**config.mk**
```make
export PLATFORM = sky130hd
export DESIGN_NAME = qau_front
export DESIGN_NICKNAME = d
export VERILOG_FILES = /design/src/rtl/qau_pkg.sv /design/src/rtl/qau_front.sv
export SDC_FILE = /design/constraint.sdc
export NUM_CORES = 1
export LEC_CHECK = 0
export BUFFER_PORTS_ARGS = -buffer_cell sky130_fd_sc_hd__buf_2
export CORE_AREA = 2 2 206 208
export CTS_CLUSTER_DIAMETER = 60
export DETAILED_ROUTE_END_ITERATION = 10
export DIE_AREA = 0 0 208 210
export PLACE_DENSITY = 0.5
export SLEW_MARGIN = 20
export SYNTH_ARGS = -nofsm -noshare
export SYNTH_HDL_FRONTEND = slang
export SYNTH_SLANG_ARGS = --single-unit
```
**constraint.sdc**
```tcl
create_clock -name clock -period 11.9 [get_ports clock]
set_input_delay 1.785 -clock clock [delete_from_list [all_inputs] [get_ports clock]]
set_output_delay 1.785 -clock clock [all_outputs]
set_load 0.02 [all_outputs]
```
**src/rtl/qau_pkg.sv**
```systemverilog
package qau_pkg;

   localparam int FRAC_BITS = 16;
   localparam int WORD_BITS = 32;
   localparam int ACC_W     = 96;
   localparam int SCL_W     = 31;

   // operation codes on the request channel
   localparam logic [2:0] OP_MUL  = 3'd0;
   localparam logic [2:0] OP_CONJ = 3'd1;
   localparam logic [2:0] OP_INV  = 3'd2;
   localparam logic [2:0] OP_NORM = 3'd3;
   localparam logic [2:0] OP_ROT  = 3'd4;
   localparam logic [2:0] OP_SQ   = 3'd5;
   localparam logic [2:0] OP_MAG  = 3'd6;

   localparam logic signed [ACC_W-1:0] ACC_WMAX  = 96'sd2147483647;
   localparam logic signed [ACC_W-1:0] ACC_WMIN  = -96'sd2147483648;
   localparam logic signed [ACC_W-1:0] ACC_SMAX  = 96'sd2147483647;
   localparam logic signed [ACC_W-1:0] ROUND_HALF = 96'sd1 <<< (FRAC_BITS - 1);
   localparam logic [WORD_BITS-1:0]   WORD_MAX  = 32'h7fff_ffff;
   localparam logic [WORD_BITS-1:0]   WORD_MIN  = 32'h8000_0000;
   localparam logic [SCL_W-1:0]       SCL_MAX   = 31'h7fff_ffff;

   // work class decided by the front end
   typedef enum logic [2:0] {
      K_HAM, K_CONJ, K_INV, K_NORM, K_ROT, K_SQ, K_MAG, K_NONE
   } kind_type;

   typedef struct packed {
      kind_type                   kind;
      logic [3:0][WORD_BITS-1:0]  a;
      logic [3:0][WORD_BITS-1:0]  b;
   } item_type;

   // one term of a hamilton product component
   typedef struct packed {
      logic       neg;
      logic [1:0] p;
      logic [1:0] q;
   } term_type;

   // component j (x,y,z,w) term k: sign, left index, right index
   function automatic term_type ham_term(input logic [3:0] jk);
      term_type t;
      t.p = jk[1:0] + 2'd3;
      t.neg = 1'b0;
      t.q = 2'd0;
      case (jk)
         4'h0: t.q = 2'd0;
         4'h1: t.q = 2'd3;
         4'h2: t.q = 2'd2;
         4'h3: begin t.q = 2'd1; t.neg = 1'b1; end
         4'h4: t.q = 2'd1;
         4'h5: begin t.q = 2'd2; t.neg = 1'b1; end
         4'h6: t.q = 2'd3;
         4'h7: t.q = 2'd0;
         4'h8: t.q = 2'd2;
         4'h9: t.q = 2'd1;
         4'ha: begin t.q = 2'd0; t.neg = 1'b1; end
         4'hb: t.q = 2'd3;
         4'hc: t.q = 2'd3;
         4'hd: begin t.q = 2'd0; t.neg = 1'b1; end
         4'he: begin t.q = 2'd1; t.neg = 1'b1; end
         4'hf: begin t.q = 2'd2; t.neg = 1'b1; end
         default: t.q = 2'd0;
      endcase
      return t;
   endfunction

   // round half up to the fraction width
   function automatic logic signed [ACC_W-1:0] round_frac(input logic signed [ACC_W-1:0] v);
      logic signed [ACC_W-1:0] s;
      s = v + ROUND_HALF;
      return s >>> FRAC_BITS;
   endfunction

   // clamp to the signed word range, flag in the top bit
   function automatic logic [WORD_BITS:0] sat_word(input logic signed [ACC_W-1:0] v);
      logic [WORD_BITS:0] r;
      if (v > ACC_WMAX) r = {1'b1, WORD_MAX};
      else if (v < ACC_WMIN) r = {1'b1, WORD_MIN};
      else r = {1'b0, v[WORD_BITS-1:0]};
      return r;
   endfunction

endpackage

```
**src/rtl/qau_front.sv**
```systemverilog
module qau_front (
   input  logic              clock,
   input  logic              reset,
   input  logic              start,
   output logic              busy,
   input  logic [2:0]        op,
   input  logic [3:0][31:0]  a,
   input  logic [3:0][31:0]  b,
   output logic              push,
   output qau_pkg::item_type push_item,
   input  logic              q_full
);

   logic              hold_vld_ff;
   qau_pkg::item_type hold_ff;
   qau_pkg::kind_type kind;
   logic              take;

   // classify the operation code
   always_comb begin
      case (op)
         qau_pkg::OP_MUL:  kind = qau_pkg::K_HAM;
         qau_pkg::OP_CONJ: kind = qau_pkg::K_CONJ;
         qau_pkg::OP_INV:  kind = qau_pkg::K_INV;
         qau_pkg::OP_NORM: kind = qau_pkg::K_NORM;
         qau_pkg::OP_ROT:  kind = qau_pkg::K_ROT;
         qau_pkg::OP_SQ:   kind = qau_pkg::K_SQ;
         qau_pkg::OP_MAG:  kind = qau_pkg::K_MAG;
         default:          kind = qau_pkg::K_NONE;
      endcase
   end

   assign push      = hold_vld_ff && !q_full;
   assign busy      = hold_vld_ff && q_full;
   assign take      = start && !busy;
   assign push_item = hold_ff;

   // request holding register
   always_ff @(posedge clock) begin
      if (reset) begin
         hold_vld_ff <= 1'b0;
      end else if (take) begin
         hold_vld_ff <= 1'b1;
      end else if (push) begin
         hold_vld_ff <= 1'b0;
      end
   end

   always_ff @(posedge clock) begin
      if (take) begin
         hold_ff.kind <= kind;
         hold_ff.a    <= a;
         hold_ff.b    <= b;
      end
   end

`ifndef SYNTHESIS
   a_hold_kept: assert property (@(posedge clock) disable iff (reset)
      busy |=> hold_vld_ff) else $error("held request lost while stalled");
   a_stall_stable: assert property (@(posedge clock) disable iff (reset)
      busy |=> $stable(hold_ff)) else $error("held request changed while stalled");
   a_take_loads: assert property (@(posedge clock) disable iff (reset)
      take |=> hold_vld_ff) else $error("accepted request not held");
`endif

endmodule

```
==> Word level (Yosys, flattened, before mapping) <==
Index checks and enable logic that the tools add are counted.
{ "classes": {"eq_ne": 6, "reduce_logical": 7, "mux": 3} }
{ "op_table": {"columns": ["operator", "n"], "rows": [
  ["3-bit case mux with 7 select lines", 1],
  ["3-bit equality test, second input constant", 3],
  ["3-bit by 2-bit equality test with 1-bit output, second input constant", 2],
  ["3-bit by 1-bit equality test with 1-bit output, second input constant", 1],
  ["1-bit logical AND", 3],
  ["3-bit zero test", 1],
  ["1-bit zero test", 2],
  ["1-bit 2-to-1 mux", 2],
  ["2-bit nonzero test", 1]
]} }
{ "totals": {"in_bits": 263, "register_bits": 260, "wordCells": 26} }

==> Logic depth before layout (Yosys ltp) <==
{ "logic_depth": {"ltp_word": 4, "depth_mapped": 2, "mapped_depth_nobuf": 2} }

==> Worst setup path before layout <==
OpenSTA, ideal clock, no wires.
{ "synth_path": {"path_kind": "input to register", "startpoint": "input q_full", "endpoint": "register hold_ff (netlist bit push_item[0]), enable pin", "path_slack_ns": 2.709, "setup_ns": 0.679, "n_path_buf": 0, "arrival_time_ns": 8.513, "stages": 2, "path_cell_list": "and2_4 -> nor2b_2"} }
{ "synth_between": {"elab_chain_cells": 3} }
{ "synth_rtl": {"columns": ["item", "line", "rtl"], "rows": [
  ["start, declared", "qau_front.sv:11", "input logic q_full"],
  ["1-bit logical AND", "qau_front.sv:34", "assign busy = hold_vld_ff && q_full;"],
  ["1-bit zero test", "qau_front.sv:35", "assign take = start && !busy;"],
  ["1-bit logical AND", "qau_front.sv:35", null],
  ["net take", "qau_front.sv:17", "logic take;"],
  ["end, declared", "qau_front.sv:15", "qau_pkg::item_type hold_ff;"]
]} }
The timed path passes the listed nets, and every way through them passes these cells.
A chain may end at the register's enable or synchronous reset.

==> Worst setup path in the final report <==
{ "layout_path": {"startpoint": "input q_full", "endpoint": "output push"} }
{ "layout_between": {"elab_chain_cells": 2} }
{ "layout_rtl": {"columns": ["item", "line", "rtl"], "rows": [
  ["1-bit zero test", "qau_front.sv:33", "assign push = hold_vld_ff && !q_full;"],
  ["1-bit logical AND", "qau_front.sv:33", null],
  ["end, declared", "qau_front.sv:9", "output logic push,"]
]} }
Every way passes these cells.

==> reports/qor.txt <==
outcome -> finished clean
antenna violations before repair -> 3
TritonCTS Sinks -> 260
worst skew pair latency -> 540 ps
post-detailed-route via-to-cell ratio -> 3.54
vias in the first global route -> 5025
total DRC errors in the routed layout -> 0
setup violators final -> 0
top achievable clock speed -> 247 MHz
final-layout setup total negative slack -> 0 ps
destination of the worst register-to-register timing path -> push_item[21]
CP startpoint kind -> primary input
maximum number of pins on one net before global-route repair -> 183
slew margin rel. -> 31.1%
number of buffers inserted by hold repair at cts -> 0
power spent charging and discharging nets -> 0.473 mW
number of gates given a new drive strength after cts -> 0
part of the Yosys area used for sequential elements -> 99.4%
sw frac -> 22.1%
total number of vias -> 4871
CP Data Arrival Time -> 2260 ps
die boundary width -> 208 um
Die Y-Extent -> 210 um
worst reg2reg path depth -> 4
worst vdd ir -> 120 uV
Tot GR Track Use -> 9.63%
Layout Skew -> 13.3 ps
wire per inst -> 16.4 um
residual antenna-violating net count after detailed routing -> 0
detailed placement HPWL -> 17.6 mm
critical path class -> primary input to primary output
synthesis warning total -> 0
Initial Utilization -> 18.9%
Crit path max-delay family -> buffers and inverters
final layout net count -> 1083
maximum fanout along the worst path -> 3
share of power burned in registers -> 50.8%
number of buffers created by CTS -> 28
number of cells on the critical path -> 3
most repeated library cell on the critical path -> buf_2
commonest non-fill, non-tap cell in the layout -> buf_2
RSZ-0062 raised after global routing -> no
type of the most critical hold path -> register to register
total die area -> 43700 um2
area added between synthesis and finish -> 54.0%
Clock Path Buffers -> 3
total number of placement rows -> 75
CTS clock-pin slew for the worst setup and hold paths -> 60 ps
Critical Path Sink -> push
H-tree levels -> 1
Worst Path Buf+Inv -> 2
hold violation count in the final report -> 0
final standard cell utilization of the core -> 29.1%
ordered list of cells on the worst path -> buf_2 -> and2b_2 -> buf_2
required arrival time at the worst endpoint -> 10120 ps
DR iter-0 viols -> 159
layout cell share with drive strength beyond 1 -> 67.6%
P per Cell Area -> 177 nW/um2
internal power -> 1.67 mW
CTS root buf -> clkbuf_16
Congestion Overflow GR -> 0
clock period minus final worst setup slack -> 4050 ps
total leakage power -> 5.06 nW
Mapped Nets -> 531
count of buffers inserted at the top-level ports -> 523
buffers inserted by post-CTS timing repair -> 0
register cell area after layout -> 7800 um2
synthesized area -> 7840 um2
launch point of the worst reg-to-reg path -> hold_vld_ff
combinational cell fraction of total power -> 8.7%
footprint of the multi-input gates -> 40.0 um2
boundary pin count -> 524
Cell variety after synth -> 8
part of the power in the clock network -> 40.4%
placeable core region -> 41500 um2
CTS tree -> done
pins over their slew limit -> 0
Critical Path Slowest Stage Cell -> and2b_2
period utilisation layout -> 34.0%
global-route wire length before repair -> 31.4 mm
Worst Tran Pin Value -> 1030 ps
peak per-stage delay on the critical path -> 210 ps
Seq cells post-synth -> 260
length of the first detailed-routing pass in iterations -> 4
mean instance size in the synthesized netlist -> 29.3 um2
CP Launch Point -> q_full
Fill cells -> 4210
GPL Wtd Cong -> 0.781
commonest cells after routing, fill and taps aside -> buf_2, edfxtp_1, clkbuf_16
flop2flop setup slack -> 9170 ps
gate count after technology mapping -> 268
Detailed Route WL -> 22.7 mm
number of max-cap violations -> 0
CP endpoint kind -> primary output
## worst min-delay path by stage
stage,slack [ps],startpoint,depth (start not counted),to
floorplan,470,hold_vld_ff,2,hold_vld_ff
global placement,500,hold_vld_ff,2,hold_vld_ff
global route,570,hold_vld_ff,2,hold_vld_ff
detailed placement,500,hold_vld_ff,2,hold_vld_ff
CTS,520,hold_vld_ff,2,hold_vld_ff
finish,520,hold_vld_ff,2,hold_vld_ff
## layout make-up
cell class / count / share of cell area [%]
antenna: 1 / 0.0207
clock buffer: 36 / 6.23
clock inverter: 11 / 1.39
multi-input combinational: 5 / 0.331
sequential: 260 / 64.6
tap: 539 / 5.58
timing repair buffer: 525 / 21.9
## power groups by stage
stage               Clock [mW]  Sequential (mW)  Combinational (mW)
floorplan                    0             1.18              0.0171
global placement             0             1.11               0.190
detailed placement           0             1.11               0.191
CTS                      0.898             1.09               0.190
global route             0.929             1.09               0.199
finish                   0.865             1.09               0.187
## synthesized netlist by cell type
cell / instances / area share, %
nor2_1: 1 / 0.048
and2_4: 1 / 0.11
edfxtp_1: 259 / 99
dfxtp_1: 1 / 0.26
clkbuf_1: 3 / 0.14
nor2b_2: 1 / 0.11
a21oi_1: 1 / 0.064
and2b_2: 1 / 0.11
## worst register-to-register path, stage by stage, from the launching register on
cell	delay, ps
dfxtp_1	320
and2_4	150
nor2b_4	200
buf_12	690
buf_4	950
## routing by layer
layer	vias up	global-route usage, %	part of all wire, %
li1	2192	-	-
met1	2291	11.3	38
met2	357	16.0	48
met3	31	4.08	12
met4	0	3.15	2.3
met5	-	0	0
## sequential cells by signal, summed over array words and instances (netlist names)
signal	count
push_item	259
hold_vld_ff	1
## per-stage QoR
stage | cell area (um2) | hold WS (ps) | setup slack [ps] | cells | total power, mW
2_1_floorplan | 7840 | 467 | 2710 | 268 | 1.20
3_3_place_gp | 11200 | 496 | 7580 | 1329 | 1.30
3_5_place_dp | 11200 | 497 | 7520 | 1329 | 1.30
4_1_cts | 12100 | 522 | 7850 | 1376 | 2.18
5_1_grt | 12100 | 567 | 7830 | 1376 | 2.22
6_report | 12100 | 520 | 7850 | 1377 | 2.14
## cells by family (layout without fill, tap and decap cells)
family / Yosys count / after routing / share of synthesized area, %
compound gates: 1 / 1 / 0.0637
other cells: 0 / 1 / 0
buf+inv: 3 / 572 / 0.144
flops: 260 / 260 / 99.4
simple gates: 4 / 4 / 0.383
Note: power is estimated with default switching activity, not from simulation.
