### src/rtl/qau_pkg.sv
package qau_pkg;

   localparam int FRAC_BITS = 16;
   localparam int WORD_BITS = 32;
   localparam int ACC_W     = 96;
   localparam int SCL_W     = 31;

   // operation codes on the request channel
   localparam logic [2:0] OP_MUL  = 3'd0;
   localparam logic [2:0] OP_CONJ = 3'd1;
   localparam logic [2:0] OP_INV  = 3'd2;
   localparam logic [2:0] OP_NORM = 3'd3;
   localparam logic [2:0] OP_ROT  = 3'd4;
   localparam logic [2:0] OP_SQ   = 3'd5;
   localparam logic [2:0] OP_MAG  = 3'd6;

   localparam logic signed [ACC_W-1:0] ACC_WMAX  = 96'sd2147483647;
   localparam logic signed [ACC_W-1:0] ACC_WMIN  = -96'sd2147483648;
   localparam logic signed [ACC_W-1:0] ACC_SMAX  = 96'sd2147483647;
   localparam logic signed [ACC_W-1:0] ROUND_HALF = 96'sd1 <<< (FRAC_BITS - 1);
   localparam logic [WORD_BITS-1:0]   WORD_MAX  = 32'h7fff_ffff;
   localparam logic [WORD_BITS-1:0]   WORD_MIN  = 32'h8000_0000;
   localparam logic [SCL_W-1:0]       SCL_MAX   = 31'h7fff_ffff;

   // work class decided by the front end
   typedef enum logic [2:0] {
      K_HAM, K_CONJ, K_INV, K_NORM, K_ROT, K_SQ, K_MAG, K_NONE
   } kind_type;

   typedef struct packed {
      kind_type                   kind;
      logic [3:0][WORD_BITS-1:0]  a;
      logic [3:0][WORD_BITS-1:0]  b;
   } item_type;

   // one term of a hamilton product component
   typedef struct packed {
      logic       neg;
      logic [1:0] p;
      logic [1:0] q;
   } term_type;

   // component j (x,y,z,w) term k: sign, left index, right index
   function automatic term_type ham_term(input logic [3:0] jk);
      term_type t;
      t.p = jk[1:0] + 2'd3;
      t.neg = 1'b0;
      t.q = 2'd0;
      case (jk)
         4'h0: t.q = 2'd0;
         4'h1: t.q = 2'd3;
         4'h2: t.q = 2'd2;
         4'h3: begin t.q = 2'd1; t.neg = 1'b1; end
         4'h4: t.q = 2'd1;
         4'h5: begin t.q = 2'd2; t.neg = 1'b1; end
         4'h6: t.q = 2'd3;
         4'h7: t.q = 2'd0;
         4'h8: t.q = 2'd2;
         4'h9: t.q = 2'd1;
         4'ha: begin t.q = 2'd0; t.neg = 1'b1; end
         4'hb: t.q = 2'd3;
         4'hc: t.q = 2'd3;
         4'hd: begin t.q = 2'd0; t.neg = 1'b1; end
         4'he: begin t.q = 2'd1; t.neg = 1'b1; end
         4'hf: begin t.q = 2'd2; t.neg = 1'b1; end
         default: t.q = 2'd0;
      endcase
      return t;
   endfunction

   // round half up to the fraction width
   function automatic logic signed [ACC_W-1:0] round_frac(input logic signed [ACC_W-1:0] v);
      logic signed [ACC_W-1:0] s;
      s = v + ROUND_HALF;
      return s >>> FRAC_BITS;
   endfunction

   // clamp to the signed word range, flag in the top bit
   function automatic logic [WORD_BITS:0] sat_word(input logic signed [ACC_W-1:0] v);
      logic [WORD_BITS:0] r;
      if (v > ACC_WMAX) r = {1'b1, WORD_MAX};
      else if (v < ACC_WMIN) r = {1'b1, WORD_MIN};
      else r = {1'b0, v[WORD_BITS-1:0]};
      return r;
   endfunction

endpackage

### src/rtl/qau_queue.sv
module qau_queue (
   input  logic              clock,
   input  logic              reset,
   input  logic              push,
   input  qau_pkg::item_type push_item,
   output logic              full,
   input  logic              pop,
   output logic              not_empty,
   output qau_pkg::item_type head
);

   qau_pkg::item_type slot_ff [2];
   logic              wr_ptr_ff, rd_ptr_ff;
   logic [1:0]        count_ff;

   assign full      = (count_ff == 2'd2);
   assign not_empty = (count_ff != 2'd0);
   assign head      = slot_ff[rd_ptr_ff];

   // entry storage
   always_ff @(posedge clock) begin
      if (push && !full) slot_ff[wr_ptr_ff] <= push_item;
   end

   // pointers and fill count
   always_ff @(posedge clock) begin
      if (reset) begin
         wr_ptr_ff <= 1'b0;
         rd_ptr_ff <= 1'b0;
         count_ff  <= 2'd0;
      end else begin
         if (push && !full) wr_ptr_ff <= ~wr_ptr_ff;
         if (pop && not_empty) rd_ptr_ff <= ~rd_ptr_ff;
         count_ff <= count_ff + {1'b0, push && !full} - {1'b0, pop && not_empty};
      end
   end

`ifndef SYNTHESIS
   a_no_overflow: assert property (@(posedge clock) disable iff (reset)
      full |=> count_ff != 2'd3) else $error("queue count out of range");
   a_pop_needs_data: assert property (@(posedge clock) disable iff (reset)
      (count_ff == 2'd0 && !push) |=> count_ff == 2'd0) else $error("queue underflow");
   a_both_keep: assert property (@(posedge clock) disable iff (reset)
      (push && !full && pop && not_empty) |=> $stable(count_ff))
      else $error("queue count drift");
`endif

endmodule

### config.mk
export PLATFORM = sky130hd
export DESIGN_NAME = qau_queue
export DESIGN_NICKNAME = d
export VERILOG_FILES = /design/src/rtl/qau_pkg.sv /design/src/rtl/qau_queue.sv
export SDC_FILE = /design/constraint.sdc
export NUM_CORES = 1
export LEC_CHECK = 0
export ABC_CLOCK_PERIOD_IN_PS = 6700
export BUFFER_PORTS_ARGS = -buffer_cell sky130_fd_sc_hd__buf_2
export CAP_MARGIN = 10
export CORE_ASPECT_RATIO = 0.7
export CORE_UTILIZATION = 30
export CTS_CLUSTER_DIAMETER = 40
export DETAILED_ROUTE_END_ITERATION = 10
export SYNTH_ARGS = -nofsm -noshare
export SYNTH_HDL_FRONTEND = slang
export SYNTH_SLANG_ARGS = --single-unit
### constraint.sdc
create_clock -name clock -period 6.7 [get_ports clock]
set_clock_uncertainty 0.2 [all_clocks]
set_input_delay 0.335 -clock clock [delete_from_list [all_inputs] [get_ports clock]]
set_output_delay 0.335 -clock clock [all_outputs]
set_load 0.01 [all_outputs]
After elaboration in Yosys (flattened, before gate mapping) --
Memory sizes are Yosys's and may differ from the RTL's. A register that Yosys moved wholly into a read port is not among the register bits. Index checks and enable logic that the tools add are counted.
Operators by class: add/sub/neg operators 2, magnitude comparators 0, divide/modulo/power cells 0, equality and inequality tests 1, shift-type cells 0, bitwise gates (word level) 2, mux-type cells 4, reductions and logical operators 4, multipliers 0
Operators with widths (number):
- 1-bit two-way mux | 4
- 2-bit by 1-bit adder with 2-bit output | 1
- 2-bit equality test (second input constant) | 1
- 1-bit logical AND | 2
- 1-bit inverter | 2
- 2-bit nonzero test | 1
- 2-bit by 1-bit subtractor with 2-bit output | 1
- 1-bit logical NOT | 1
Storage, ports and cells: memories 1, latch bits 0, ROM bits 0, bits in writable memories 518, register bits 4
Memory list:
- slot_ff | depth 2, width 259, rd ports 1, clocked after Yosys merged registers in 1, wr ports 1, line qau_queue.sv:12 | qau_pkg::item_type slot_ff [2];

Depth between registers and ports, before layout --
Gate-level depths: netlist (run 1).
depth after elaboration 5, gate-level depth with buffers 8

Worst setup path after synthesis (run 1) --
OpenSTA, ideal clock, no wires.
kind reg-to-reg, start point reg count_ff[0], end point mem slot_ff[1][0] in the netlist's numbering (enable), stages on the path, launching flop included 3, slack -0.576 ns, setup time 0.654 ns, data required time 5.846 ns, data arrival time 6.422 ns, clock period less this slack 7.276 ns, path buffers 0, cells stage by stage dfxtp_1 nand2b_1 and3_1
On the way: cells in the longest elaborated chain, start to end 5
RTL lines:
- start, declared | line qau_queue.sv:14 | logic [1:0] count_ff;
- start signal, assigned | line qau_queue.sv:34 | count_ff <= count_ff + {1'b0, push && !full} - {1'b0, pop && not_empty};
- 2-bit equality test | line qau_queue.sv:16 | assign full = (count_ff == 2'd2);
- 1-bit logical NOT | line qau_queue.sv:22 | if (push && !full) slot_ff[wr_ptr_ff] <= push_item;
- 1-bit logical AND | line qau_queue.sv:22
- 1-bit two-way mux | line qau_queue.sv:22
- 1-bit two-way mux (implied by the code) | line qau_queue.sv:22
- end, declared | line qau_queue.sv:12
Every way passes these cells.

==> impl_results.md, run 1 <==
* Run status: finished clean
* Top Ports at 524
* DP HPWL at between 20000 and 30000 µm
* Post-CTS sizing at 0
* Avg Inst Size Synth at 23.8 µm²
* First-pass GRT wire length at 63600 µm
* Power Dens Cells at 362 nW/µm²
* Pre-Repair DR Iteration Count at 4
* Post-synthesis cell area at 19800 µm²
* Post-layout power at 10200 µW
* FF-to-FF path depth at 3
* P_leak at 0.0109 µW
* Top routing layer used: met5
* Routed Antenna Nets at 0
* Die width at 309 µm
* CTS tree: done
* Clock Root Buffer: clkbuf_16
* Max Cap Viol at 0
* Sequential fraction of the synthesis area at 0.792
* Worst hold path startpoint: push_item[254]
* Core Box Area at around 65000 µm²
* Post-layout min period at roughly 3500 ps
* RSZ-0062 raised after global routing: no
* Adder-Cell Fraction of Synth Area at 0.00127
* Insertion delay to the later sink of the worst-skew pair at 580 ps
* Compound-Gate Fraction of Synth Area at 0.000886
* Max Freq at 286 MHz
* Slew Viols, Final at 0
* Post-CTS Setup Inserts at 0
* Die outline area at 66900 µm²
* M1 WL at 16700 µm
* TritonCTS buffer count at between 60 and 70
* Gpl congestion at 0.733
* Asr flop ratio synth at 0
* DIE HEIGHT at about 220 µm
* Worst-case clock buffer depth at 3
* GR Util All Layers at 0.123
* Flops & latches, synth at roughly 520
* Critical path required time at 6160 ps
* Number of diodes at 0
* WL/cell at 16.4 µm
* Final setup viols at 0
* Share of cells above drive strength 1 at 0.526
* Worst-Margin Slew at 1080 ps
* Synth Area in XOR/XNOR at 0.00133
* Setup TNS at 0 ps
* WL met3 at 3820 µm
* Post-synthesis mux area share at 0.186
* Unique masters post-synth at 20
* Area growth syn-to-layout at 43.1%
* CP Data Arrival Time at 2970 ps
* Vias in the first global route at approximately 12000
* Synthesized net count at about 1100
* Maximum vdd drop at 0.240 mV
* Simple-gate share of the synthesized area at 0.00234
* Clock sinks at 523
* Reg2reg start: count_ff[0]$_SDFF_PP0_
* IO buf count at 523
* Starting DRC count in detailed routing at 530
* Main flop type after synthesis: edfxtp_1
* Min-Delay Path Class: input port to flop
* Final-report hold violation count at 0
* Routed wire length at 42600 µm
* Cell count of the worst hold path at 2
* Largest net degree at the start of global routing at 136
* Clk pin slew, worst setup/hold paths at 60 ps
* Initial antenna violation count at 2
* FP Rows at 78
* H-tree levels at 3
* Number of synthesized flops with an enable pin at 518
* Routed vias at 10705
* Tcrit/Tclk final at 0.522
* Max_slew headroom at 0.283
* CP Launch Type: flop
* Synth warnings at 0
* Fin nets at 1931
* CP max FO at 81
* Mapped Cells at 832
* Fillcell total at 5731
* # DRC at 0
* Largest family of logic cells by synthesized area: multiplexers
* WS Path Type: flop to primary output
* Starting Density at 0.304
* Met2 wire len at 21100 µm
* CP endpoint kind: primary output
* Grt ovf at 0
* Hold buffer count at CTS at 263
* Via-to-Cell Ratio at 4.12
-- through the flow --
step | std cells | hold slack [ps] | setup slack [ps] | cell area [µm²] | util
2_1_floorplan | 832 | 204 | 1500 | 19800 | -
3_3_place_gp | 2214 | 277 | 3830 | 23300 | 0.359
3_5_place_dp | 2214 | 287 | 3770 | 23300 | 0.359
4_1_cts | 2598 | 200 | 3110 | 28300 | 0.435
5_1_grt | 2598 | 222 | 3020 | 28300 | 0.435
6_report | 2598 | 261 | 3200 | 28300 | 0.435
-- logic make-up (layout without fill, tap and decap cells) --
kind of cell | after synthesis | count (layout)
and+or+nand+nor | 9 | 9
buffers and inverters | 33 | 919
DFF | 523 | 523
xor gates and xnor gates | 3 | 3
adders and majority gates | 2 | 2
AOI/OAI and AO/OA | 3 | 3
muxes | 259 | 259
-- cell type report --
type / instances / area (µm²) / share of cell area
multi-input combinational: 276 / 3790 / 0.134
tap: 880 / 1100 / 0.0389
sequential: 523 / 15700 / 0.554
clock inverter: 44 / 551 / 0.0195
timing repair buffer: 794 / 5370 / 0.190
clock buffer: 77 / 1780 / 0.0629
inverter: 4 / 18.8 / 0.000664
-- critical path, stage by stage, from the launching register on --
cell and delay, ps:
dfxtp_4 620, buf_12 470, buf_4 620, mux2_4 350, buf_2 140
-- state kept, by name, summed over array words and instances (netlist names), named ones only --
signal,count
slot_ff,518
count_ff,2
rd_ptr_ff,1
wr_ptr_ff,1
-- final timing paths --
kind | endpoint | slack, ps
setup / recovery | head[192] | 3200
hold / removal | slot_ff[1][254]$_DFFE_PP_ | 260
hold reg to reg | wr_ptr_ff$_SDFFE_PP0N_ | 300
setup reg to reg | slot_ff[1][134]$_DFFE_PP_ | 3940
-- power breakdown --
part           internal [µW]  switching (µW)  total [µW]
registers               4070             111        4180
clock network           2280            1400        3680
logic                   1220            1150        2370
-- cells in the final DEF, fill, tap and decap left out --
cell type	instances
a21oi_1	1
and3_4	1
buf_12	5
buf_2	523
buf_4	3
bufinv_16	9
clkbuf_1	7
clkbuf_16	70
clkinv_1	4
clkinv_2	9
clkinv_4	5
clkinv_8	5
clkinvlp_4	9
dfxtp_1	4
dfxtp_4	1
dlygate4sd3_1	263
edfxtp_1	518
ha_1	2
inv_1	3
inv_6	4
mux2_2	57
mux2_4	202
nand2_1	1
nand2b_1	1
nor2_1	3
nor2b_1	1
o21a_1	1
o21ai_0	1
or2_2	1
or3_1	1
xnor2_1	2
xor2_1	1
-- Yosys cell counts (2+ instances only) --
| cell type | count | area [µm²] |
|---|---|---|
| edfxtp_1 | 518 | 15600 |
| mux2_4 | 202 | 3030 |
| mux2_2 | 57 | 642 |
| buf_6 | 25 | 282 |
| dfxtp_1 | 5 | 100 |
| buf_2 | 4 | 20.0 |
| inv_1 | 4 | 15.0 |
| nor2_1 | 3 | 11.3 |
| ha_1 | 2 | 25.0 |
| xnor2_1 | 2 | 17.5 |
-- routing by layer --
| layer | global-route usage | up-vias |
|---|---|---|
| li1 | - | 5015 |
| met1 | 0.141 | 5222 |
| met2 | 0.209 | 381 |
| met3 | 0.0476 | 83 |
| met4 | 0.0448 | 4 |
| met5 | 0 | - |
Note: power is estimated with default switching activity, not from simulation.
==> run 2: changes to the inputs <==
--- a/config.mk
+++ b/config.mk
@@ -5,7 +5,7 @@
 export SDC_FILE = /design/constraint.sdc
 export NUM_CORES = 1
 export LEC_CHECK = 0
-export ABC_CLOCK_PERIOD_IN_PS = 6700
+export ABC_CLOCK_PERIOD_IN_PS = 3340
 export BUFFER_PORTS_ARGS = -buffer_cell sky130_fd_sc_hd__buf_2
 export CAP_MARGIN = 10
 export CORE_ASPECT_RATIO = 0.7
==> constraint.sdc (replaced) <==
create_clock -name clock -period 3.34 [get_ports clock]
set_clock_uncertainty 0.2 [all_clocks]
set_input_delay 0.167 -clock clock [delete_from_list [all_inputs] [get_ports clock]]
set_output_delay 0.167 -clock clock [all_outputs]
set_load 0.01 [all_outputs]
==> impl_results.md, run 2 (synthesis gave the netlist of run 1 again) <==
* FF-to-FF path depth at 6 (+3)
* RSZ-0062 raised after global routing: no
* Core Box Area at 65000 µm² (unchanged)
* Final-report hold violation count at 0 (unchanged)
* Maximum vdd drop at 0.741 mV (+210%)
* CP endpoint kind: primary output
* Die outline area at 66900 µm² (unchanged)
* Crit-path cells: buf_12 -> buf_4 -> mux2_2 -> buf_2
* Via-to-Cell Ratio at 4.09 (-0.66%)
* Routed vias at 10778 (+0.68%)
* Crit-path slowest cell: dfxtp_4
* Slew Viols, Final at 0 (unchanged)
* Routed wire length at 44000 µm (+3.1%)
* Fin nets at 1963 (+1.7%)
* IO buf count at 523 (unchanged)
* First-pass GRT wire length at 65200 µm (+2.6%)
* Fillcell total at 5737 (+0.10%)
* Grt ovf at 0 (unchanged)
* WS Path Type: flop to primary output
* Gpl congestion at 0.765 (+4.4%)
* Insertion delay to the later sink of the worst-skew pair at 590 ps (about the same)
* Area growth syn-to-layout at 44.5%
* GR Util met1 at 0.146 (+0.00562)
* Max Freq at ~370 MHz
* Clk pin slew, worst setup/hold paths at 60 ps (about the same)
* Share of cells above drive strength 1 at 0.538 (+0.0120)
* Seq. cell area at 15700 µm² (about the same)
* Post-layout min period at 2680 ps
* Pre-Repair DR Iteration Count at 4 (unchanged)
* FP Rows at 78 (unchanged)
* Final Core Density at 0.439 (+0.00420)
* CTS tree: done
* Tcrit/Tclk final at 0.802
* Clock Root Buffer: clkbuf_16
* CP Data Arrival Time at 2310 ps (-660 ps)
* CP max FO at 28 (-65%)
* CP Launch Type: flop
* Biggest regs: slot_ff (518), count_ff (2)
* Setup TNS at 0 ps (unchanged)
* WL/cell at 16.7 µm (+1.8%)
* Area of the multi-input gates at 3810 µm² (+0.33%)
* Initial antenna violation count at 3 (+1)
* DIE HEIGHT at 217 µm (unchanged)
* Clock sinks at 523 (unchanged)
* R2R Path End: slot_ff[0][173]$_DFFE_PP_
* GR Util All Layers at 0.127 (+0.00402)
* Critical path required time at 2970 ps (-3190 ps)
* Max Cap Viol at 0 (unchanged)
* Worst-case clock buffer depth at 3 (unchanged)
* Largest Register: slot_ff
* Run status: finished clean
* Starting Density at 0.304 (unchanged)
* Post-CTS Setup Inserts at 0 (unchanged)
* P_leak at 0.0111 µW (+1.5%)
* H-tree levels at 3 (unchanged)
* Routed Antenna Nets at 0 (unchanged)
* # DRC at 0 (unchanged)
* TritonCTS buffer count at 69 (+3.0%)
* Final setup viols at 0 (unchanged)
* GRT Max-Usage Layer: met2
* Largest net degree at the start of global routing at 81 (-40%)
* Most common cell after layout, fill and taps aside: buf_2
* Max_slew headroom at 0.525 (+0.242)
* Die width at 309 µm (unchanged)
* Min-Delay Path Class: input port to flop
* Max reg flops at 518 (unchanged)
* CP peak stage delay at 580 ps (-40 ps)
* Met2 Usage GRT at 0.217 (+0.00757)
* Starting DRC count in detailed routing at 460 (-13%)
* Worst-Margin Slew at 712 ps (-364 ps)
* Reg2reg start: count_ff[0]$_SDFF_PP0_
* GRT met3 Usage at 0.0495 (+0.00185)
* DP HPWL at 28500 µm (+6.2%)
* Top Ports at 524 (unchanged)
* R2R Setup Slk at 1030 ps (-2910 ps)
* Commonest non-fill, non-tap cells in the layout: buf_2 (523), edfxtp_1 (518), dlygate4sd3_1 (264)
* CP Capture Point: head[21]
* Power Dens Cells at 719 nW/µm² (+99%)
* Vias in the first global route at 11789 (+2.3%)
==> run 2: changes by cell type in the layout (fill, tap and decap cells not counted), moves of 2 or more <==
cell	previous run	this run
inv_6	4	10
dfxtp_2	0	2
bufinv_16	9	6
buf_4	3	26
clkinv_1	4	2
buf_12	5	11
inv_8	0	3
clkinv_4	5	7
clkinv_8	5	3
dfxtp_1	4	2
==> run 2: area by class of cell <==
| cell class | instances | share of cell area |
|---|---|---|
| antenna | 1 | 0.0000877 |
| clock buffer | 77 | 0.0615 |
| timing repair buffer | 824 | 0.199 |
| clock inverter | 48 | 0.0183 |
| multi-input combinational | 276 | 0.133 |
| sequential | 523 | 0.549 |
| inverter | 4 | 0.000745 |
| tap | 880 | 0.0386 |
==> run 2: how the worst min path moves through the flow <==
| stage | from | endpoint | cells after the start |
|---|---|---|---|
| 2_1_floorplan | reset | count_ff[0]$_SDFF_PP0_ | 1 |
| 3_3_place_gp | push_item[12] | slot_ff[0][12]$_DFFE_PP_ | 1 |
| 3_5_place_dp | push_item[3] | slot_ff[0][3]$_DFFE_PP_ | 1 |
| 4_1_cts | push_item[33] | slot_ff[1][33]$_DFFE_PP_ | 2 |
| 5_1_grt | push_item[20] | slot_ff[1][20]$_DFFE_PP_ | 2 |
| 6_report | push_item[43] | slot_ff[0][43]$_DFFE_PP_ | 2 |
==> run 2: what timing repair did <==
action | 4_1_cts | 5_1_grt
hold buffers | 264 | 0
endpoints found under the hold margin | 544 | 0
resized for setup | 0 | 0
==> run 2: through the flow <==
stage | power [µW] | cells | instance area [µm²] | hold WS (ps) | worst slack, ps
3_5_place_dp | 13300 | 2243 | 23600 | 158 | 1060
6_report | 20500 | 2633 | 28500 | 102 | 662
4_1_cts | 20800 | 2632 | 28500 | 33.1 | 565
2_1_floorplan | 11700 | 832 | 19800 | 31.2 | -1760
5_1_grt | 21400 | 2633 | 28500 | 51.3 | 507
3_3_place_gp | 13200 | 2243 | 23600 | 155 | 1090
==> run 2: power breakdown <==
| part | switching [µW] | leakage [µW] | internal [µW] |
|---|---|---|---|
| sequential | 216 | 0.00488 | 8140 |
| combinational | 2390 | 0.00512 | 2570 |
| clock | 2860 | 0.00110 | 4350 |
| total | 5460 | 0.0111 | 15100 |
==> run 2: worst max-delay path, delay by kind of cell (launching register included) <==
kind                   cells  cell delay (ps)
buffers and inverters      3              740
multiplexers               1              380
flip-flops                 1              580
==> run 2: routing by layer <==
layer / wire length, µm / share of wire
met4: 902 / 0.021
met5: 0 / 0
met1: 17600 / 0.40
met3: 3860 / 0.088
met2: 21600 / 0.49
==> run 3: changes to the inputs <==
--- a/config.mk
+++ b/config.mk
@@ -5,7 +5,8 @@
 export SDC_FILE = /design/constraint.sdc
 export NUM_CORES = 1
 export LEC_CHECK = 0
-export ABC_CLOCK_PERIOD_IN_PS = 3340
+export ABC_AREA = 1
+export ABC_CLOCK_PERIOD_IN_PS = 2250
 export BUFFER_PORTS_ARGS = -buffer_cell sky130_fd_sc_hd__buf_2
 export CAP_MARGIN = 10
 export CORE_ASPECT_RATIO = 0.7
==> constraint.sdc (replaced) <==
create_clock -name clock -period 2.25 [get_ports clock]
set_clock_uncertainty 0.2 [all_clocks]
set_input_delay 0.1125 -clock clock [delete_from_list [all_inputs] [get_ports clock]]
set_output_delay 0.1125 -clock clock [all_outputs]
set_load 0.01 [all_outputs]
==> impl_results.md, run 3 <==
* Final-report hold violation count at 0 (unchanged)
* Die outline area at 67000 µm² (about the same)
* Biggest regs: slot_ff (518), count_ff (2)
* TritonCTS buffer count at 67 (-2.9%)
* Reg power frac at 0.378 (-0.029)
* Sequential fraction of the synthesis area at 0.791 (about the same)
* DIE HEIGHT at 217 µm (about the same)
* Initial antenna violation count at 3 (unchanged)
* Pre-Repair DR Iteration Count at 5 (+1)
* CP Data Arrival Time at 1950 ps (-360 ps)
* Largest Register: slot_ff
* IO buf count at 523 (unchanged)
* CP delay by family, top: buffers and inverters
* Area growth syn-to-layout at 55.2%
* Critical path required time at 1940 ps (-1030 ps)
* Gpl congestion at 0.757 (-1.0%)
* Final Core Density at 0.472 (+0.0330)
* Crit-path cells: buf_4 -> clkbuf_16 -> buf_16 -> mux2_2 -> buf_2
* RSZ-0062 raised after global routing: yes
* Most common cell after layout, fill and taps aside: edfxtp_1
* Insertion delay to the later sink of the worst-skew pair at 580 ps (about the same)
* CP Launch Type: flop
* CP max FO at 10 (-64%)
* Starting Density at 0.304 (about the same)
* Synth warnings at 0 (unchanged)
* Cell count of the worst hold path at 2 (unchanged)
* Clk pin slew, worst setup/hold paths at 60 ps (about the same)
* CTS tree: done
* Max Cap Viol at 0 (unchanged)
* CP peak stage delay at 390 ps (-190 ps)
* Vias in the first global route at 12338 (+4.7%)
* Post-synthesis mux area share at 0.186 (about the same)
* Clock power share at 0.330 (-0.021)
* Mapped Cells at 844 (+1.4%)
* R2R Setup Slk at 370 ps (-660 ps)
* Flops & latches, synth at 523 (unchanged)
* Main flop type after synthesis: edfxtp_1
* Largest family of logic cells by synthesized area: multiplexers
* Worst-case clock buffer depth at 3 (unchanged)
* Largest net degree at the start of global routing at 43 (-47%)
* Net Sw Power at 8900 µW (+63%)
* WS Path Type: flop to primary output
* Via-to-Cell Ratio at 4.22 (+3.2%)
* Failing checks: negative setup slack
* Commonest non-fill, non-tap cells in the layout: edfxtp_1 (518), buf_2 (395), dlygate4sd3_1 (299)
* First-pass GRT wire length at 70500 µm (+8.0%)
* Most frequent cell after synthesis: edfxtp_1
* Fillcell total at 5448 (-5.0%)
* Max Freq at 443 MHz
* # DRC at 0 (unchanged)
* Reg2reg start: count_ff[1]$_SDFF_PP0_
* Largest cells by area after synthesis: edfxtp_1 (79%), mux2_4 (15%), mux2_2 (3.2%)
* Min-Delay Path Class: input port to flop
* FP Rows at 78 (unchanged)
* Int Pwr at 24600 µW (+63%)
* Worst-Margin Slew at 292 ps (-420 ps)
* Adder-Cell Fraction of Synth Area at 0.00127 (about the same)
* Top cell type by total area after synthesis: edfxtp_1
* Compound-Gate Fraction of Synth Area at 0.000506 (-0.000380)
* Fin nets at 2046 (+4.2%)
* Power Dens Cells at 1090 nW/µm² (+52%)
* Starting DRC count in detailed routing at 495 (+7.6%)
* Post-layout power at 33500 µW (+63%)
* Post-layout min period at around 2300 ps
* Comb power frac at 0.292 (+0.050)
* Routed Antenna Nets at 0 (unchanged)
* Tcrit/Tclk final at 1.00
* Placed cells at 2264 (+0.94%)
* Final setup viols at 6 (+6)
* Post-place setup slack at 454 ps (-607 ps)
* Worst hold path startpoint: push_item[204]
* Asr flop ratio synth at 0 (unchanged)
* Avg Inst Size Synth at 23.4 µm² (-1.3%)
* FF-to-FF path depth at 7 (+1)
* Routed wire length at 50300 µm (+14%)
* Most frequent cells after synthesis: edfxtp_1 (518), mux2_4 (202), mux2_2 (57), buf_6 (25)
* Clock Root Buffer: clkbuf_16
* Hold endpoint: slot_ff[1][204]$_DFFE_PP_
* Number of synthesized flops with an enable pin at 518 (unchanged)
* R2R Path End: count_ff[1]$_SDFF_PP0_
* Finished Layout Cells at 2711 (+3.0%)
* Final Worst Setup Slack at -8.22 ps (-670 ps)
* Share of cells above drive strength 1 at 0.532 (-0.00655)
* CP endpoint kind: primary output
* Max reg flops at 518 (unchanged)
* GR Util All Layers at 0.139 (+0.0119)
* Routed vias at 11452 (+6.3%)
* Seq. cell area at 15700 µm² (unchanged)
* Core Box Area at 65000 µm² (unchanged)
* H-tree levels at 3 (unchanged)
* Clock sinks at 523 (unchanged)
* Grt ovf at 0 (unchanged)
* Maximum vdd drop at 0.816 mV (+10%)
* Synthesized net count at 1109 (+1.1%)
* Share of the synthesized area in the top cell type at 0.786 (about the same)
* Synth Area in XOR/XNOR at 0 (-0.00133)
* Setup TNS at -17.5 ps (-17.5 ps)
* P_leak at 0.0120 µW (+8.0%)
* DP HPWL at 30200 µm (+6.2%)
* Unique masters post-synth at 12 (-40%)
* Crit-path slowest cell: dfxtp_4
* Top Ports at 524 (unchanged)
* Post-synthesis cell area at 19800 µm² (about the same)
* Die width at 309 µm (about the same)
* Max_slew headroom at 0.806 (+0.280)
* Run status: finished, violations left
* Sw frac at 0.266 (about the same)
* Slew Viols, Final at 0 (unchanged)
* Area of the multi-input gates at 3860 µm² (+1.4%)
* WL/cell at 18.6 µm (+11%)
* Simple-gate share of the synthesized area at 0.00399 (+0.00164)
* Crit path buffers/inverters at 4 (+1)
## run 3: metal layers
layer,global-route usage,vias to the layer above,wire length [µm]
met1,0.163,5700,21000
met5,0,-,13
met4,0.0488,2,1080
met2,0.238,405,24600
met3,0.0466,79,3570
li1,-,5266,-
## run 3: area by class of cell
class / instances / area share
Clock buffer: 72 / 0.0566
Clock inverter: 46 / 0.0187
Timing Repair Buffer: 897 / 0.251
Tap cell: 880 / 0.0359
Antenna cell: 1 / 0.0000815
Sequential cell: 523 / 0.510
Inverter: 9 / 0.00122
Multi-Input combinational cell: 283 / 0.126
## run 3: cells by family after synthesis
kind of cell | Yosys count
compound gates | 2
fa+ha+maj | 2
buf+inv | 38
flops | 523
mux | 259
simple gates | 20
## run 3: repair_timing
item | in CTS | in global routing
buffers inserted | 5 | 7
endpoints found under the hold margin | 584 | 0
endpoints found under the setup margin | 191 | 202
gates resized for setup | 96 | 107
hold buffers | 299 | 0
cloned | 5 | 15
## run 3: worst register-to-register path: cells and delay by family (launching register included)
kind / cells / cell delay (ps)
buffers and inverters: 1 / 570
DFF: 1 / 370
adders and majority gates: 1 / 180
and+or+nand+nor: 5 / 440
## run 3: how the worst max path moves through the flow
stage / startpoint / endpoint / slack, ps / cells past startpoint
detailed placement: count_ff[0]$_SDFF_PP0_ / slot_ff[0][244]$_DFFE_PP_ / 450 / 6
finish: flop / head[19] / -8 / 5
CTS: flop / head[103] / -110 / 4
floorplan: count_ff[0]$_SDFF_PP0_ / slot_ff[1][0]$_DFFE_PP_ / -2730 / 4
global placement: count_ff[0]$_SDFF_PP0_ / slot_ff[0][146]$_DFFE_PP_ / 470 / 6
global route: flop / head[19] / -80 / 5
## run 3: power by group through the flow
stage | sequential (µW) | combinational [µW] | clock (µW)
floorplan | 13000 | 4600 | 0
global placement | 12800 | 7340 | 0
detailed placement | 12800 | 7420 | 0
CTS | 12700 | 8860 | 11300
global route | 12800 | 10300 | 11700
finish | 12700 | 9770 | 11000
## run 3: metrics by stage
stage / hold slack [ps] / cell area, µm²
finish: 56.5 / 30700
global route: 14.6 / 30700
CTS: 0.572 / 29900
detailed placement: 77.6 / 23800
global placement: 86.7 / 23800
floorplan: -23.7 / 19800
